### src/rtl/tkgr_pkg.sv
// Shared types and constants for the top-k gated router.
// Holds word layouts, operation and register codes, the FSM state type and
// the command and status structs between the controller and the datapath.
`timescale 1ns / 1ps
`default_nettype none

package tkgr_pkg;

  // Field widths of the input and output words.
  localparam int AREA_W  = 6;
  localparam int SCORE_W = 7;
  localparam int PROBE_W = 64;

  // Input tdata layout, lowest bits first.
  localparam int SRC_LSB    = 0;
  localparam int TGT_LSB    = SRC_LSB + AREA_W;
  localparam int GATE_BIT   = TGT_LSB + AREA_W;
  localparam int PROBE_LSB  = GATE_BIT + 1;
  localparam int IN_DATA_W  = 80;
  localparam int OUT_DATA_W = 16;

  // Configuration port widths.
  localparam int CFG_IDX_W  = 4;
  localparam int CFG_DATA_W = 7;

  // Operation carried in tuser.
  typedef enum logic [0:0] {
    OP_SET   = 1'b0,
    OP_ROUTE = 1'b1
  } op_t;

  // Configuration register indexes.
  localparam logic [CFG_IDX_W-1:0] REG_AREAS_USED = 4'd0;
  localparam logic [CFG_IDX_W-1:0] REG_FANOUT     = 4'd1;

  localparam logic [6:0] AREAS_USED_RST = 7'd64;
  localparam logic [3:0] FANOUT_RST     = 4'd4;

  typedef enum logic [2:0] {
    S_IDLE,
    S_SET_RD,
    S_SET_WR,
    S_SCAN,
    S_DRAIN,
    S_EMIT
  } state_t;

  // Commands from the controller to the datapath.
  typedef struct packed {
    logic load_in;   // capture the accepted input word
    logic list_clr;  // start a route: empty the list, rewind counters
    logic rd_set;    // read the mask addressed by a set word
    logic wr_set;    // write back the modified mask
    logic rd_scan;   // read the next area mask of a route
    logic emit_adv;  // a result word was taken
  } cmd_t;

  // Status from the datapath to the controller.
  typedef struct packed {
    logic src_ok;     // set word addresses an existing area
    logic route_none; // route has no areas or no fanout
    logic scan_last;  // current scan read is the last area
    logic pipe_busy;  // scores still in flight
    logic list_empty; // nothing kept
    logic emit_last;  // current result word is the final one
  } sts_t;

endpackage

`default_nettype wire

### src/rtl/tkgr_ctrl.sv
// Controller state machine of the top-k gated router.
// Sequences set words, route scans, pipeline drain and result emission.
// Depends on tkgr_pkg.
`timescale 1ns / 1ps
`default_nettype none

module tkgr_ctrl (
  input  wire logic          clk,
  input  wire logic          rst_n,
  input  wire logic          in_tvalid,
  output logic               in_tready,
  input  wire logic          in_op,
  output logic               out_tvalid,
  input  wire logic          out_tready,
  input  wire tkgr_pkg::sts_t sts,
  output tkgr_pkg::cmd_t     cmd
);

  import tkgr_pkg::*;

  state_t state_r;
  state_t state_nxt;

  // State register.
  always_ff @(posedge clk) begin
    if (!rst_n) begin
      state_r <= S_IDLE;
    end else begin
      state_r <= state_nxt;
    end
  end

  // Next state and commands.
  always_comb begin
    state_nxt  = state_r;
    cmd        = '0;
    in_tready  = 1'b0;
    out_tvalid = 1'b0;
    unique case (state_r)
      S_IDLE: begin
        in_tready = 1'b1;
        if (in_tvalid) begin
          cmd.load_in = 1'b1;
          if (op_t'(in_op) == OP_ROUTE) begin
            cmd.list_clr = 1'b1;
            state_nxt    = sts.route_none ? S_IDLE : S_SCAN;
          end else begin
            state_nxt = S_SET_RD;
          end
        end
      end
      S_SET_RD: begin
        // An out-of-range area leaves every mask alone.
        if (sts.src_ok) begin
          cmd.rd_set = 1'b1;
          state_nxt  = S_SET_WR;
        end else begin
          state_nxt = S_IDLE;
        end
      end
      S_SET_WR: begin
        cmd.wr_set = 1'b1;
        state_nxt  = S_IDLE;
      end
      S_SCAN: begin
        cmd.rd_scan = 1'b1;
        if (sts.scan_last) begin
          state_nxt = S_DRAIN;
        end
      end
      S_DRAIN: begin
        if (!sts.pipe_busy) begin
          state_nxt = sts.list_empty ? S_IDLE : S_EMIT;
        end
      end
      S_EMIT: begin
        out_tvalid = 1'b1;
        if (out_tready) begin
          cmd.emit_adv = 1'b1;
          if (sts.emit_last) begin
            state_nxt = S_IDLE;
          end
        end
      end
      default: begin
        state_nxt = S_IDLE;
      end
    endcase
  end

endmodule

`default_nettype wire

### config.mk
export PLATFORM = sky130hd
export DESIGN_NAME = tkgr_ctrl
export DESIGN_NICKNAME = d
export VERILOG_FILES = /design/src/rtl/tkgr_pkg.sv /design/src/rtl/tkgr_ctrl.sv
export SDC_FILE = /design/constraint.sdc
export NUM_CORES = 1
export LEC_CHECK = 0
export BUFFER_PORTS_ARGS = -buffer_cell sky130_fd_sc_hd__buf_2
export CORE_AREA = 2 2 39 41
export CTS_CLUSTER_SIZE = 20
export DETAILED_ROUTE_END_ITERATION = 8
export DIE_AREA = 0 0 41 43
export MAX_ROUTING_LAYER = met4
export PLACE_DENSITY = 0.49
export SYNTH_ARGS = -nofsm -noshare
export SYNTH_HDL_FRONTEND = slang
export SYNTH_SLANG_ARGS = --single-unit
### constraint.sdc
create_clock -name clk -period 3.8 [get_ports clk]
set_clock_uncertainty 0.2 [all_clocks]
set_input_delay 0.38 -clock clk [delete_from_list [all_inputs] [get_ports clk]]
set_output_delay 0.38 -clock clk [all_outputs]
set_load 0.01 [all_outputs]
==> flow_summary.ini <==
[timing]
finalHoldViolCount = 0
slew_viol_final = 0
maxSlewHeadroom = 0.7567
rsz0062_at_grt = false
fin_crit_ns = 1.812
tightest_slew_ns = 0.3645
finalSetupTns_ns = 0
hold_slack_ns = 0.2168
final_min_period_over_clock_period = 0.4769
setup_viol = 0
max_freq_mhz = 551.9

[critical_path]
critPathSlowestCell = dfxtp_1
end_kind = primary output
critical_path_class = flop to primary output
r2r_end = state_r[1]
start_kind = flop
worst-r2r-setup-slack_ns = 2.48
crit_chain = nor2b_2 > and3_1 > buf_2
cp_max_fo = 8
ff2ff_path_depth = 3
cpPeakStageDelay_ns = 0.46
required_ns = 3.22
reg2reg_from = state_r[0]
worst_ep_arrival_time_ns = 1.23

[routing]
wl_met3_microns = 78
ant_nets = 0
top_layer = met3
wl_met1_microns = 350
drtIter0Drc = 13
routed_wl_microns = 739
drc = 0
wire_per_inst_microns = 10.26
drt_first_pass_iters = 4
num_vias = 314
wl_met2_microns = 309
via_per_inst = 4.361

[worst_hold_path]
hold_path_depth = 2
min_path_type = input port to flop
hold_end = state_r[2]
worstHoldStart = sts[3]

[layout]
nets = 68
register_area_sq_um = 60.06
syn2layout_area_growth_pct = 51.98
final_area_sq_um = 384.1
fillers = 156
drive_gt1_frac = 0.4286
largest-register = state_r
largest_reg_flops = 3
antennaDiodeCount = 0
multi_input_area_sq_um = 183.9
reg.largest.list = state_r x3

[global_route]
antenna_found_initial = 0
grtUsageTotal = 0.1131
grt_pass1_vias = 289
grt_pass1_wl_mm = 1.255
grt_overflow = 0
grt_start_max_net_pins = 13

[logic_synthesis]
synthDominantCellAreaShare = 0.2376
synth_edf_count = 0
seq_area_frac_synth = 0.2376
synth_area_per_cell_sq_um = 7.221
syn_nets = 46
synthArstFlopShare = 0
synth_most_common_cell = nand2_1
synthTopCellsByArea = dfxtp_1, nand2_1, and2_1, and3_1, nor3b_1
yosysUniqueCellTypes = 21
ys_warn_count = 0
ys.flop_type = dfxtp_1
synth_cells = 35
synth.top_cells.by_count = nand2_1, and2_1, and3_1, dfxtp_1
synth_seq_cells = 3
yosys.area.top_type = dfxtp_1
synth_area_sq_um = 252.7

[clocking]
post_cts_buffers = 0
cts_resized = 0
h-tree-depth = 1
cts-hold-fix-buffers = 0
clkTransAtPathRegs_ns = 0.04
clock-sinks = 3
clockBufferDepth = 2
cts_tree = yes
root_buffer = clkbuf_4
numCtsBuffers = 3
clock_latency_ns = 0.24

[pwr]
total_power_mw = 0.1166
p_per_area_mw_per_mm2 = 303.4
vdd_drop_max_mv = 0.1658
leakagePower_nw = 0.2009

[outcome]
status = complete, no violations

[placed_design]
place_hpwl_microns = 574.1
place_congestion = 0.6885
portBuffers = 18
place_area_sq_um = 357.8

[flow_run]
max_cap_viol_count = 0

[floorplan]
rows = 14
core_sq_mm = 0.001384
design.die.area_sq_mm = 0.001763
dieWidth_microns = 41
io_pins = 19
dieHeight_microns = 43
start_util = 0.1826
==> stage by stage <==
stage | instances | setup WS [ns] | utilization
after global placement | 68 | 2.211 | 0.2586
after CTS | 72 | 1.976 | 0.2776
after floorplan | 35 | 2.164 | -
after global routing | 72 | 1.865 | 0.2776
final | 72 | 1.988 | 0.2776
after detailed placement | 68 | 2.249 | 0.2586
==> logic make-up after synthesis <==
logic type,Yosys count,share of synthesized area
simple gates,23,0.5248
compound gates,7,0.2030
buf+inv,2,0.03462
flops,3,0.2376
==> worst max-delay path: cells and delay by family, from the launching register on <==
family                 cells  cell delay, ns
buffers and inverters      1            0.12
flip-flops                 1            0.46
AND/OR/NAND/NOR            2            0.41
==> how the worst max path moves through the flow <==
| stage | startpoint | end | slack, ns | cells past startpoint |
|---|---|---|---|---|
| finish | state_r[2] | cmd[0] | 1.99 | 3 |
| global route | state_r[2] | cmd[0] | 1.87 | 3 |
| CTS | state_r[2] | cmd[0] | 1.98 | 3 |
| detailed placement | state_r[2] | cmd[0] | 2.25 | 3 |
| global placement | state_r[1] | cmd[4] | 2.21 | 3 |
| floorplan | state_r[0] | cmd[4] | 2.16 | 3 |
==> power by group <==
part | switching (mW) | leakage, nW | internal (mW)
sequential | 0.00347 | 0.0245 | 0.0330
combinational | 0.0110 | 0.162 | 0.0116
clock | 0.0180 | 0.0150 | 0.0394
total | 0.0325 | 0.201 | 0.0841
==> layout by cell type (no fill, tap or decap), drive strengths merged <==
master,Yosys,final
dfxtp,3,3
buf,1,18
and2,3,3
o22ai,1,1
nor3b,2,2
a22oi,1,1
a31oi,2,2
clkbuf,0,4
inv,1,1
o21ai,1,1
and4b,1,1
nor3,2,2
and3,3,3
nand3,1,1
nand2,6,6
nor2,2,2
o211a,1,1
nand3b,1,1
a32o,1,1
nor2b,2,2
==> metal layers <==
| metal | global-route usage | vias up |
|---|---|---|
| met3 | 0.07853 | 0 |
| met2 | 0.1250 | 13 |
| met5 | - | - |
| met4 | 0.06000 | 0 |
| met1 | 0.1474 | 131 |
| li1 | - | 170 |
==> final cells by class <==
type / instances / area share
tap: 16 / 0.05212
sequential: 3 / 0.1564
timing repair buffer: 18 / 0.2345
inverter: 1 / 0.009772
clock buffer: 4 / 0.06840
multi-input combinational: 30 / 0.4788
Power figures use the tool's default switching activity.
